`config.mk`:
```
export PLATFORM = sky130hd
export DESIGN_NAME = infix_expression_evaluator_top
export DESIGN_NICKNAME = d
export VERILOG_FILES = /design/src/sv/iee_pkg.sv /design/src/sv/iee_ram.sv /design/src/sv/iee_front.sv /design/src/sv/iee_div.sv /design/src/sv/iee_back.sv /design/src/sv/infix_expression_evaluator_top.sv
export SDC_FILE = /design/constraint.sdc
export NUM_CORES = 2
export LEC_CHECK = 0
export BUFFER_PORTS_ARGS = -buffer_cell sky130_fd_sc_hd__clkbuf_2
export CAP_MARGIN = 30
export CORE_UTILIZATION = 45
export CTS_BUF_LIST = sky130_fd_sc_hd__clkbuf_2
export DETAILED_ROUTE_END_ITERATION = 6
export PLACE_DENSITY = 0.66
export RECOVER_POWER = 25
export SYNTH_ARGS = -nofsm -noshare
export SYNTH_HDL_FRONTEND = slang
export SYNTH_HIERARCHICAL = 1
export SYNTH_SLANG_ARGS = --single-unit
```
`constraint.sdc`:
```
create_clock -name clk -period 9 [get_ports clk]
set_clock_uncertainty 0.2 [all_clocks]
set_input_delay 1.8 -clock clk [delete_from_list [all_inputs] [get_ports clk]]
set_output_delay 1.8 -clock clk [all_outputs]
set_load 0.005 [all_outputs]
```
`src/sv/iee_pkg.sv`:
```
`default_nettype none
package iee_pkg;

  // Default stack depths
  localparam int OPERAND_DEPTH_DEF  = 16;
  localparam int OPERATOR_DEPTH_DEF = 16;

  // Token queue between front and back
  localparam int TOKQ_DEPTH = 4;

  // Operator codes as held on the operator stack
  localparam logic [2:0] OP_ADD  = 3'd0;
  localparam logic [2:0] OP_SUB  = 3'd1;
  localparam logic [2:0] OP_MUL  = 3'd2;
  localparam logic [2:0] OP_DIV  = 3'd3;
  localparam logic [2:0] OP_LPAR = 3'd4;

  // Result status codes
  localparam logic [1:0] ST_OK        = 2'd0;
  localparam logic [1:0] ST_DIVZERO   = 2'd1;
  localparam logic [1:0] ST_OVERFLOW  = 2'd2;
  localparam logic [1:0] ST_MALFORMED = 2'd3;

  // Token kinds
  localparam logic [2:0] TK_NONE  = 3'd0;
  localparam logic [2:0] TK_DIGIT = 3'd1;
  localparam logic [2:0] TK_OP    = 3'd2;
  localparam logic [2:0] TK_LPAR  = 3'd3;
  localparam logic [2:0] TK_RPAR  = 3'd4;

  // ASCII codes
  localparam logic [6:0] CH_ZERO  = 7'h30;
  localparam logic [6:0] CH_NINE  = 7'h39;
  localparam logic [6:0] CH_PLUS  = 7'h2B;
  localparam logic [6:0] CH_MINUS = 7'h2D;
  localparam logic [6:0] CH_STAR  = 7'h2A;
  localparam logic [6:0] CH_SLASH = 7'h2F;
  localparam logic [6:0] CH_LPAR  = 7'h28;
  localparam logic [6:0] CH_RPAR  = 7'h29;

  typedef struct packed {
    logic [6:0] character;
    logic       last;
  } in_item_t;

  typedef struct packed {
    logic signed [31:0] value;
    logic [1:0]         status;
  } out_item_t;

  typedef struct packed {
    logic [2:0] kind;
    logic [3:0] val;   // digit value or operator code
    logic       last;
  } tok_t;

  // High precedence: * and /
  function automatic logic prec_hi(input logic [2:0] op);
    return (op == OP_MUL) || (op == OP_DIV);
  endfunction

endpackage
`default_nettype wire

```
`src/sv/iee_ram.sv`:
```
`default_nettype none
module iee_ram #(
  parameter int WIDTH = 32,
  parameter int DEPTH = 16
) (
  input  wire logic                     clk,
  input  wire logic                     we,
  input  wire logic [$clog2(DEPTH)-1:0] waddr,
  input  wire logic [WIDTH-1:0]         wdata,
  input  wire logic [$clog2(DEPTH)-1:0] raddr,
  output logic [WIDTH-1:0]              rdata
);

  logic [WIDTH-1:0] mem [DEPTH];

  always_ff @(posedge clk) begin
    if (we) begin
      mem[waddr] <= wdata;
    end
    rdata <= mem[raddr];
  end

endmodule
`default_nettype wire

```
`src/sv/iee_front.sv`:
```
`default_nettype none
module iee_front
  import iee_pkg::*;
(
  input  wire logic     clk,
  input  wire logic     rst_n,
  input  wire logic     in_push,
  output logic          in_full,
  input  wire in_item_t in_data,
  output logic          tok_valid,
  output tok_t          tok,
  input  wire logic     tok_deq
);

  localparam int PW = $clog2(TOKQ_DEPTH);
  localparam int CW = $clog2(TOKQ_DEPTH + 1);

  tok_t           q_r [TOKQ_DEPTH];
  logic [PW-1:0]  head_r, head_nxt, tail_r, tail_nxt;
  logic [CW-1:0]  cnt_r, cnt_nxt;
  tok_t           cls;
  logic [6:0]     ch;
  logic           enq, deq;

  // Classify the incoming character
  always_comb begin
    ch       = in_data.character;
    cls.last = in_data.last;
    cls.kind = TK_NONE;
    cls.val  = 4'd0;
    if (ch >= CH_ZERO && ch <= CH_NINE) begin
      cls.kind = TK_DIGIT;
      cls.val  = 4'(ch - CH_ZERO);
    end else if (ch == CH_PLUS) begin
      cls.kind = TK_OP;
      cls.val  = {1'b0, OP_ADD};
    end else if (ch == CH_MINUS) begin
      cls.kind = TK_OP;
      cls.val  = {1'b0, OP_SUB};
    end else if (ch == CH_STAR) begin
      cls.kind = TK_OP;
      cls.val  = {1'b0, OP_MUL};
    end else if (ch == CH_SLASH) begin
      cls.kind = TK_OP;
      cls.val  = {1'b0, OP_DIV};
    end else if (ch == CH_LPAR) begin
      cls.kind = TK_LPAR;
    end else if (ch == CH_RPAR) begin
      cls.kind = TK_RPAR;
    end
  end

  assign in_full   = (cnt_r == CW'(TOKQ_DEPTH));
  assign tok_valid = (cnt_r != '0);
  assign tok       = q_r[head_r];
  assign enq       = in_push && !in_full;
  assign deq       = tok_deq && tok_valid;

  // Queue pointers
  always_comb begin
    head_nxt = deq ? head_r + PW'(1) : head_r;
    tail_nxt = enq ? tail_r + PW'(1) : tail_r;
    cnt_nxt  = cnt_r + CW'(enq) - CW'(deq);
  end

  always_ff @(posedge clk) begin
    if (!rst_n) begin
      head_r <= '0;
      tail_r <= '0;
      cnt_r  <= '0;
    end else begin
      head_r <= head_nxt;
      tail_r <= tail_nxt;
      cnt_r  <= cnt_nxt;
    end
  end

  always_ff @(posedge clk) begin
    if (enq) begin
      q_r[tail_r] <= cls;
    end
  end

endmodule
`default_nettype wire

```
`src/sv/iee_div.sv`:
```
`default_nettype none
module iee_div (
  input  wire logic        clk,
  input  wire logic        rst_n,
  input  wire logic        start,
  input  wire logic [31:0] a,
  input  wire logic [31:0] b,
  output logic             done,
  output logic [31:0]      q
);

  logic        busy_r, busy_nxt, done_r, done_nxt;
  logic [4:0]  cnt_r, cnt_nxt;
  logic [31:0] rem_r, rem_nxt, quo_r, quo_nxt, mb_r, mb_nxt;
  logic        neg_r, neg_nxt;
  logic [32:0] shifted, diff;

  // One quotient bit per cycle, restoring, on magnitudes
  always_comb begin
    shifted  = {rem_r, quo_r[31]};
    diff     = shifted - {1'b0, mb_r};
    busy_nxt = busy_r;
    done_nxt = 1'b0;
    cnt_nxt  = cnt_r;
    rem_nxt  = rem_r;
    quo_nxt  = quo_r;
    mb_nxt   = mb_r;
    neg_nxt  = neg_r;
    if (start) begin
      busy_nxt = 1'b1;
      cnt_nxt  = 5'd31;
      rem_nxt  = '0;
      quo_nxt  = a[31] ? (32'd0 - a) : a;
      mb_nxt   = b[31] ? (32'd0 - b) : b;
      neg_nxt  = a[31] ^ b[31];
    end else if (busy_r) begin
      if (!diff[32]) begin
        rem_nxt = diff[31:0];
        quo_nxt = {quo_r[30:0], 1'b1};
      end else begin
        rem_nxt = shifted[31:0];
        quo_nxt = {quo_r[30:0], 1'b0};
      end
      cnt_nxt = cnt_r - 5'd1;
      if (cnt_r == 5'd0) begin
        busy_nxt = 1'b0;
        done_nxt = 1'b1;
      end
    end
  end

  always_ff @(posedge clk) begin
    if (!rst_n) begin
      busy_r <= 1'b0;
      done_r <= 1'b0;
    end else begin
      busy_r <= busy_nxt;
      done_r <= done_nxt;
    end
  end

  always_ff @(posedge clk) begin
    cnt_r <= cnt_nxt;
    rem_r <= rem_nxt;
    quo_r <= quo_nxt;
    mb_r  <= mb_nxt;
    neg_r <= neg_nxt;
  end

  assign done = done_r;
  assign q    = neg_r ? (32'd0 - quo_r) : quo_r;

endmodule
`default_nettype wire

```
`src/sv/iee_back.sv`:
```
`default_nettype none
module iee_back
  import iee_pkg::*;
#(
  parameter int OPERAND_DEPTH  = OPERAND_DEPTH_DEF,
  parameter int OPERATOR_DEPTH = OPERATOR_DEPTH_DEF
) (
  input  wire logic  clk,
  input  wire logic  rst_n,
  input  wire logic  tok_valid,
  input  wire tok_t  tok,
  output logic       tok_deq,
  output logic       out_empty,
  input  wire logic  out_pop,
  output out_item_t  out_data
);

  localparam int OAW = $clog2(OPERAND_DEPTH);
  localparam int OCW = $clog2(OPERAND_DEPTH + 1);
  localparam int PAW = $clog2(OPERATOR_DEPTH);
  localparam int PCW = $clog2(OPERATOR_DEPTH + 1);

  localparam logic [3:0] S_IDLE = 4'd0;
  localparam logic [3:0] S_LOOP = 4'd1;
  localparam logic [3:0] S_TOP  = 4'd2;
  localparam logic [3:0] S_RPOP = 4'd3;
  localparam logic [3:0] S_RB   = 4'd4;
  localparam logic [3:0] S_RA   = 4'd5;
  localparam logic [3:0] S_DIV  = 4'd6;
  localparam logic [3:0] S_WR   = 4'd7;
  localparam logic [3:0] S_EXIT = 4'd8;
  localparam logic [3:0] S_FIN  = 4'd9;
  localparam logic [3:0] S_EMIT = 4'd10;

  localparam logic [1:0] M_OP   = 2'd0;
  localparam logic [1:0] M_RPAR = 2'd1;
  localparam logic [1:0] M_END  = 2'd2;

  logic [3:0]     state_r, state_nxt;
  logic [1:0]     mode_r, mode_nxt;
  logic [2:0]     op_r, op_nxt, top_r, top_nxt;
  logic           last_r, last_nxt;
  logic [OCW-1:0] ocnt_r, ocnt_nxt, ocnt_m1, ocnt_m2;
  logic [PCW-1:0] pcnt_r, pcnt_nxt, pcnt_m1;
  logic [1:0]     err_r, err_nxt;
  logic [31:0]    cur_r, cur_nxt, b_r, b_nxt, res_r, res_nxt;
  logic           ov_r, ov_nxt;
  out_item_t      od_r, od_nxt;

  logic           o_we, p_we;
  logic [OAW-1:0] o_waddr, o_raddr;
  logic [PAW-1:0] p_waddr, p_raddr;
  logic [31:0]    o_wdata, o_rdata;
  logic [2:0]     p_wdata, p_rdata;
  logic           div_start, div_done;
  logic [31:0]    div_q, cur_x10;
  logic           o_full, p_full;

  assign ocnt_m1 = ocnt_r - OCW'(1);
  assign ocnt_m2 = ocnt_r - OCW'(2);
  assign pcnt_m1 = pcnt_r - PCW'(1);
  assign o_full  = (ocnt_r == OCW'(OPERAND_DEPTH));
  assign p_full  = (pcnt_r == PCW'(OPERATOR_DEPTH));
  assign cur_x10 = {cur_r[28:0], 3'b000} + {cur_r[30:0], 1'b0};

  iee_ram #(.WIDTH(32), .DEPTH(OPERAND_DEPTH)) u_opnd (
    .clk(clk), .we(o_we), .waddr(o_waddr), .wdata(o_wdata),
    .raddr(o_raddr), .rdata(o_rdata)
  );

  iee_ram #(.WIDTH(3), .DEPTH(OPERATOR_DEPTH)) u_oper (
    .clk(clk), .we(p_we), .waddr(p_waddr), .wdata(p_wdata),
    .raddr(p_raddr), .rdata(p_rdata)
  );

  iee_div u_div (
    .clk(clk), .rst_n(rst_n), .start(div_start), .a(o_rdata), .b(b_r),
    .done(div_done), .q(div_q)
  );

  // Evaluation sequencer
  always_comb begin
    state_nxt = state_r;
    mode_nxt  = mode_r;
    op_nxt    = op_r;
    top_nxt   = top_r;
    last_nxt  = last_r;
    ocnt_nxt  = ocnt_r;
    pcnt_nxt  = pcnt_r;
    err_nxt   = err_r;
    cur_nxt   = cur_r;
    b_nxt     = b_r;
    res_nxt   = res_r;
    ov_nxt    = ov_r;
    od_nxt    = od_r;
    tok_deq   = 1'b0;
    o_we      = 1'b0;
    o_waddr   = ocnt_r[OAW-1:0];
    o_wdata   = cur_r;
    o_raddr   = ocnt_m1[OAW-1:0];
    p_we      = 1'b0;
    p_waddr   = pcnt_r[PAW-1:0];
    p_wdata   = op_r;
    p_raddr   = pcnt_m1[PAW-1:0];
    div_start = 1'b0;

    if (out_pop && ov_r) begin
      ov_nxt = 1'b0;
    end

    unique case (state_r)
      S_IDLE: begin
        if (tok_valid) begin
          tok_deq  = 1'b1;
          last_nxt = tok.last;
          state_nxt = S_EXIT;
          if (err_r == ST_OK) begin
            unique case (tok.kind)
              TK_DIGIT: cur_nxt = cur_x10 + {28'd0, tok.val};
              TK_LPAR: begin
                cur_nxt = '0;
                p_wdata = OP_LPAR;
                if (p_full) begin
                  err_nxt = ST_OVERFLOW;
                end else begin
                  p_we     = 1'b1;
                  pcnt_nxt = pcnt_r + PCW'(1);
                end
              end
              TK_RPAR, TK_OP: begin
                mode_nxt  = (tok.kind == TK_OP) ? M_OP : M_RPAR;
                op_nxt    = tok.val[2:0];
                state_nxt = S_LOOP;
                if (o_full) begin
                  err_nxt = ST_OVERFLOW;
                end else begin
                  o_we     = 1'b1;
                  ocnt_nxt = ocnt_r + OCW'(1);
                end
              end
              default: ;
            endcase
          end
        end
      end

      S_LOOP: begin
        if (err_r != ST_OK) begin
          state_nxt = (mode_r == M_END) ? S_EMIT : S_EXIT;
        end else if (pcnt_r == '0) begin
          unique case (mode_r)
            M_OP: begin
              if (p_full) begin
                err_nxt = ST_OVERFLOW;
              end else begin
                p_we     = 1'b1;
                pcnt_nxt = pcnt_r + PCW'(1);
              end
              cur_nxt   = '0;
              state_nxt = S_EXIT;
            end
            M_RPAR: begin
              err_nxt   = ST_MALFORMED;
              state_nxt = S_EXIT;
            end
            default: begin
              // End of expression: exactly one operand must remain
              o_raddr = '0;
              if (ocnt_r != OCW'(1)) begin
                err_nxt   = ST_MALFORMED;
                state_nxt = S_EMIT;
              end else begin
                state_nxt = S_FIN;
              end
            end
          endcase
        end else begin
          state_nxt = S_TOP;
        end
      end

      S_TOP: begin
        top_nxt = p_rdata;
        if (mode_r == M_OP &&
            (p_rdata == OP_LPAR || (!prec_hi(p_rdata) && prec_hi(op_r)))) begin
          if (p_full) begin
            err_nxt = ST_OVERFLOW;
          end else begin
            p_we     = 1'b1;
            pcnt_nxt = pcnt_r + PCW'(1);
          end
          cur_nxt   = '0;
          state_nxt = S_EXIT;
        end else if (mode_r == M_RPAR && p_rdata == OP_LPAR) begin
          pcnt_nxt  = pcnt_m1;
          state_nxt = S_RPOP;
        end else if (ocnt_r < OCW'(2) || p_rdata == OP_LPAR) begin
          err_nxt   = ST_MALFORMED;
          state_nxt = S_LOOP;
        end else begin
          // Reduce: pop operator, fetch right operand
          pcnt_nxt  = pcnt_m1;
          state_nxt = S_RB;
        end
      end

      S_RPOP: begin
        cur_nxt   = o_rdata;
        ocnt_nxt  = ocnt_m1;
        state_nxt = S_EXIT;
      end

      S_RB: begin
        b_nxt     = o_rdata;
        o_raddr   = ocnt_m2[OAW-1:0];
        state_nxt = S_RA;
      end

      S_RA: begin
        unique case (top_r)
          OP_ADD: begin
            res_nxt   = o_rdata + b_r;
            state_nxt = S_WR;
          end
          OP_SUB: begin
            res_nxt   = o_rdata - b_r;
            state_nxt = S_WR;
          end
          OP_MUL: begin
            res_nxt   = o_rdata * b_r;
            state_nxt = S_WR;
          end
          default: begin
            if (b_r == '0) begin
              err_nxt   = ST_DIVZERO;
              state_nxt = S_LOOP;
            end else begin
              div_start = 1'b1;
              state_nxt = S_DIV;
            end
          end
        endcase
      end

      S_DIV: begin
        if (div_done) begin
          res_nxt   = div_q;
          state_nxt = S_WR;
        end
      end

      S_WR: begin
        o_we      = 1'b1;
        o_waddr   = ocnt_m2[OAW-1:0];
        o_wdata   = res_r;
        ocnt_nxt  = ocnt_m1;
        state_nxt = S_LOOP;
      end

      S_EXIT: begin
        if (!last_r) begin
          state_nxt = S_IDLE;
        end else if (err_r != ST_OK) begin
          state_nxt = S_EMIT;
        end else begin
          // Final operand, then reduce everything left
          mode_nxt  = M_END;
          state_nxt = S_LOOP;
          if (o_full) begin
            err_nxt = ST_OVERFLOW;
          end else begin
            o_we     = 1'b1;
            ocnt_nxt = ocnt_r + OCW'(1);
          end
        end
      end

      S_FIN: begin
        res_nxt   = o_rdata;
        state_nxt = S_EMIT;
      end

      S_EMIT: begin
        if (!ov_r || out_pop) begin
          ov_nxt          = 1'b1;
          od_nxt.value    = (err_r == ST_OK) ? res_r : '0;
          od_nxt.status   = err_r;
          ocnt_nxt        = '0;
          pcnt_nxt        = '0;
          cur_nxt         = '0;
          err_nxt         = ST_OK;
          state_nxt       = S_IDLE;
        end
      end

      default: state_nxt = S_IDLE;
    endcase
  end

  always_ff @(posedge clk) begin
    if (!rst_n) begin
      state_r <= S_IDLE;
      ocnt_r  <= '0;
      pcnt_r  <= '0;
      err_r   <= ST_OK;
      cur_r   <= '0;
      ov_r    <= 1'b0;
    end else begin
      state_r <= state_nxt;
      ocnt_r  <= ocnt_nxt;
      pcnt_r  <= pcnt_nxt;
      err_r   <= err_nxt;
      cur_r   <= cur_nxt;
      ov_r    <= ov_nxt;
    end
  end

  always_ff @(posedge clk) begin
    mode_r <= mode_nxt;
    op_r   <= op_nxt;
    top_r  <= top_nxt;
    last_r <= last_nxt;
    b_r    <= b_nxt;
    res_r  <= res_nxt;
    od_r   <= od_nxt;
  end

  assign out_empty = !ov_r;
  assign out_data  = od_r;

endmodule
`default_nettype wire

```
`src/sv/infix_expression_evaluator_top.sv`:
```
`default_nettype none
// Channel   Ports                          Beat
// input     in_push, in_full, in_data      one character (+ last flag)
// result    out_empty, out_pop, out_data   value and status, once per expression
//
// In the back end an operator or ')' may set off reductions, and a division
// runs on the bit-serial divider. The last character adds its final reductions
// and then loads the result register, which waits while a beat is held there.
// The front queue holds 4 characters, so input is taken while the back works.
// Reset (rst_n low, synchronous) empties both queues and the stacks.
module infix_expression_evaluator_top
  import iee_pkg::*;
#(
  parameter int OPERAND_DEPTH  = OPERAND_DEPTH_DEF,
  parameter int OPERATOR_DEPTH = OPERATOR_DEPTH_DEF
) (
  input  wire logic     clk,
  input  wire logic     rst_n,
  input  wire logic     in_push,
  output logic          in_full,
  input  wire in_item_t in_data,
  output logic          out_empty,
  input  wire logic     out_pop,
  output out_item_t     out_data
);

  logic tok_valid, tok_deq;
  tok_t tok;

  iee_front u_front (
    .clk(clk), .rst_n(rst_n), .in_push(in_push), .in_full(in_full),
    .in_data(in_data), .tok_valid(tok_valid), .tok(tok), .tok_deq(tok_deq)
  );

  iee_back #(
    .OPERAND_DEPTH(OPERAND_DEPTH), .OPERATOR_DEPTH(OPERATOR_DEPTH)
  ) u_back (
    .clk(clk), .rst_n(rst_n), .tok_valid(tok_valid), .tok(tok),
    .tok_deq(tok_deq), .out_empty(out_empty), .out_pop(out_pop),
    .out_data(out_data)
  );

  // Error results carry a zero value
  a_err_zero: assert property (@(posedge clk) disable iff (!rst_n)
    (!out_empty && out_data.status != ST_OK) |-> (out_data.value == 0))
    else $error("error result with non-zero value");

  a_rst_out: assert property (@(posedge clk) !rst_n |=> out_empty)
    else $error("result pending after reset");

  a_rst_in: assert property (@(posedge clk) !rst_n |=> !in_full)
    else $error("input queue full after reset");

endmodule
`default_nettype wire
```
==> flow_metrics.tcl <==
set metrics [dict create \
    multiInputGateArea_sq_um 30500 \
    clkSinkCount 896 \
    violations "design-rule violations, max-capacitance violations, max-slew violations" \
    critPathRequiredTime_ns 10.23 \
    grt_max_degree 88 \
    reg2reg_from "u_back/u_opnd/rdata[20]" \
    slew_violations 216 \
    wl_per_cell_um 23.3 \
    yosysSeqAreaShare_pct 43.4 \
    cp-start-kind "register" \
    drt_pass1_iterations 7 \
    rows 132 \
    cp.arrival_ns 9.65 \
    grt_pass1_vias 41300 \
    cp_slowest_cell "clkbuf_1" \
    cts_buffer_depth 3 \
    area_growth_pct 8.16 \
    antenna_found_initial 13 \
    critPathCaptureType "register" \
    postRouteAntennaNets 0 \
    io_pins 48 \
    max_stage_delay_ns 1.12 \
    drive_gt1_share_pct 14.2 \
    slew_headroom_pct -99.6 \
    numPortBuffers 47 \
    seq_area_sq_um 25600 \
    hold_violations 0 \
    startpoint "u_back/u_opnd/rdata[20]" \
    syn_area_per_cell_sq_um 11.8 \
    via_count 40400 \
    post-route-period-util_pct 93.6 \
    clk_pin_slew_worst_paths_ns 0.12 \
    fin_crit_ns 8.43 \
    yosysWarnings 6 \
    grt_overflow_total 0 \
    numCtsBuffers 228 \
    ys_ff_latch 896 \
    worstSkewPairLatency_ns 1.69 \
    dp_cells 6646 \
    synth-edff-count 764 \
    hold_path.class "register to register" \
    worstPathCellList "clkbuf_1, nand2_1, fa_1, fa_1, fa_1, inv_1, fa_1, fa_1, fa_1, inv_1, fa_1, inv_1, ha_1, nand2_1, nor2_1, or4b_2, o21ai_0, a31oi_1, xnor2_1, a222oi_1, o21ai_0" \
    tightest_slew_ns 2.99 \
    route.detailed.drc 5 \
    routed_wl_mm 166 \
    fp.dieH_um 364 \
    cts_tree "yes" \
    place_congestion 0.963 \
    initial_core_util_pct 45.4 \
    first_iter_violations 3595 \
    fill_cells 11700 \
    top_register "u_back/u_opnd/mem" \
    dieWidth_um 364 \
    fmax_mhz 119 \
    ctsResizeCount 0 \
    cts_max_level 4 \
    worstHoldStart "u_back/u_oper/rdata[0]" \
    core_area_sq_um 130000 \
    die_area_sq_um 132000 \
    cap_violations 6 \
    largest_reg_flops 512 \
    dpl.hpwl_mm 115 \
    cpMostUsedCell "fa_1" \
    status "finished with violations" \
    worstSetupPathType "register to register" \
    ys_types 91 \
    grt_pass1_wl_mm 252 \
    clock-root-buffer "clkbuf_2" \
    gr-usage-all-layers_pct 25.5 \
    rsz0062_at_grt "false" \
    timing.setup.tns_ns 0 \
    synth_fp_nets 5677 \
    num-nets-final 5826 \
    fin_util_pct 49.1 \
    viasPerCell 5.70 \
    syn_inst 4987 \
    layoutNonFillerInstCount 7090 \
    setup_violations 0 \
    syn_area_sq_um 58900 \
    synth-async-reset-ratio_pct 0 \
    synth_flop_cell "edfxtp_1" \
    critPathMaxFanout 15 \
]
## path summary, 6_finish.rpt
check | to | slack (ns) | cells past startpoint
setup reg to reg | u_back/res_r[26] | 0.57 | 21
hold / removal | u_back/top_r[0] | 0.20 | 0
hold reg to reg | u_back/top_r[0] | 0.20 | 0
setup / recovery | u_back/res_r[26] | 0.57 | 21
## cell families (layout without fill, tap and decap cells)
group,after synthesis,after routing,synth area share [%]
adder cells (fa/ha/maj),678,678,19.7
XOR/XNOR,299,299,4.45
other,0,15,0
AND/OR/NAND/NOR,1293,1293,11.2
flip-flops,896,896,43.4
multiplexers,213,213,6.88
AO/OA/AOI/OAI,822,822,9.24
buffers and inverters,786,1132,5.16
## cell type report
cell class / instances / share of cell area (%)
Timing Repair Buffer: 174 / 1.84
Inverter: 531 / 3.13
Antenna cell: 15 / 0.0589
Multi-Input combinational cell: 3305 / 47.9
Clock buffer: 337 / 2.65
Tap cell: 1742 / 3.42
Sequential cell: 896 / 40.2
Clock inverter: 90 / 0.878
## stage by stage
step                area [sq um]  worst slack [ns]  hold WS [ns]
detailed placement         61500             0.743         0.229
CTS                        63800             0.692         0.112
global placement           61500             0.814         0.226
global route               63700             0.221         0.105
finish                     63700             0.573         0.195
floorplan                  58900              1.23         0.209
## cells in the mapped netlist, types with 13 or more instances
library cell  number  area (sq um)
edfxtp_1         764         22900
inv_1            531          1990
nand2_1          415          1560
fa_1             413          8270
and2_1           361          2260
ha_1             265          3320
nor2_1           220           826
clkbuf_1         210           788
xnor2_1          194          1700
o21ai_0          191           956
a21oi_1          174           871
mux4_2           140          3150
dfxtp_1          132          2640
a22oi_1          108           811
xor2_1           105           920
a21o_1            58           435
nand3_1           45           225
nand2b_1          43           269
a211oi_1          40           300
nor3_1            40           200
o31ai_1           39           293
mux2_2            33           372
mux2i_1           32           320
nor2b_1           27           169
o21a_1            23           173
or3_1             23           144
a31oi_1           22           138
buf_1             19          71.3
o41ai_1           18           158
a222oi_1          16           160
o21bai_1          16           120
nand3b_1          14           105
nand4_1           13          81.3
or4_1             13          97.6
## placed cells by master, fill, tap and decap left out, drive strengths merged, types with 41 or more instances in the layout
cell	Yosys	routed
nand3	45	45
nor3	41	41
buf	44	101
nor2	220	220
inv	531	537
a22oi	109	109
ha	265	265
nand2	415	415
xor2	105	105
dfxtp	132	132
clkinv	0	78
clkbuf	210	409
a21oi	175	175
xnor2	194	194
nand2b	43	43
a21o	58	58
o21ai	191	191
mux4	148	148
fa	413	413
and2	366	366
edfxtp	764	764
## worst max-delay path: cells and delay by family (launching register included)
family / cells / cell delay (ns)
flip-flops: 1 / 0.55
adder cells (fa/ha/maj): 8 / 4.01
buffers and inverters: 4 / 1.27
AO/OA/AOI/OAI: 4 / 0.93
XOR/XNOR: 1 / 0.17
AND/OR/NAND/NOR: 4 / 1.05
## per-layer routing
layer  global-route usage (%)  up-vias  wire, um
met5                        0        -        57
met4                     9.89       10      5590
met3                     4.89      350     13700
met2                     40.5     1669     77000
met1                     34.5    20500     69100
li1                         -    17900         -
## timing repair
item | 4_1_cts | 5_1_grt
endpoints found under the hold margin | 4 | 0
buffers inserted | 0 | 0
hold buffers | 1 | 0
setup endpoints to repair | 0 | 0
Power is not shown: default switching activity piles up to over one toggle a cycle in this logic, so the estimate is an artifact.
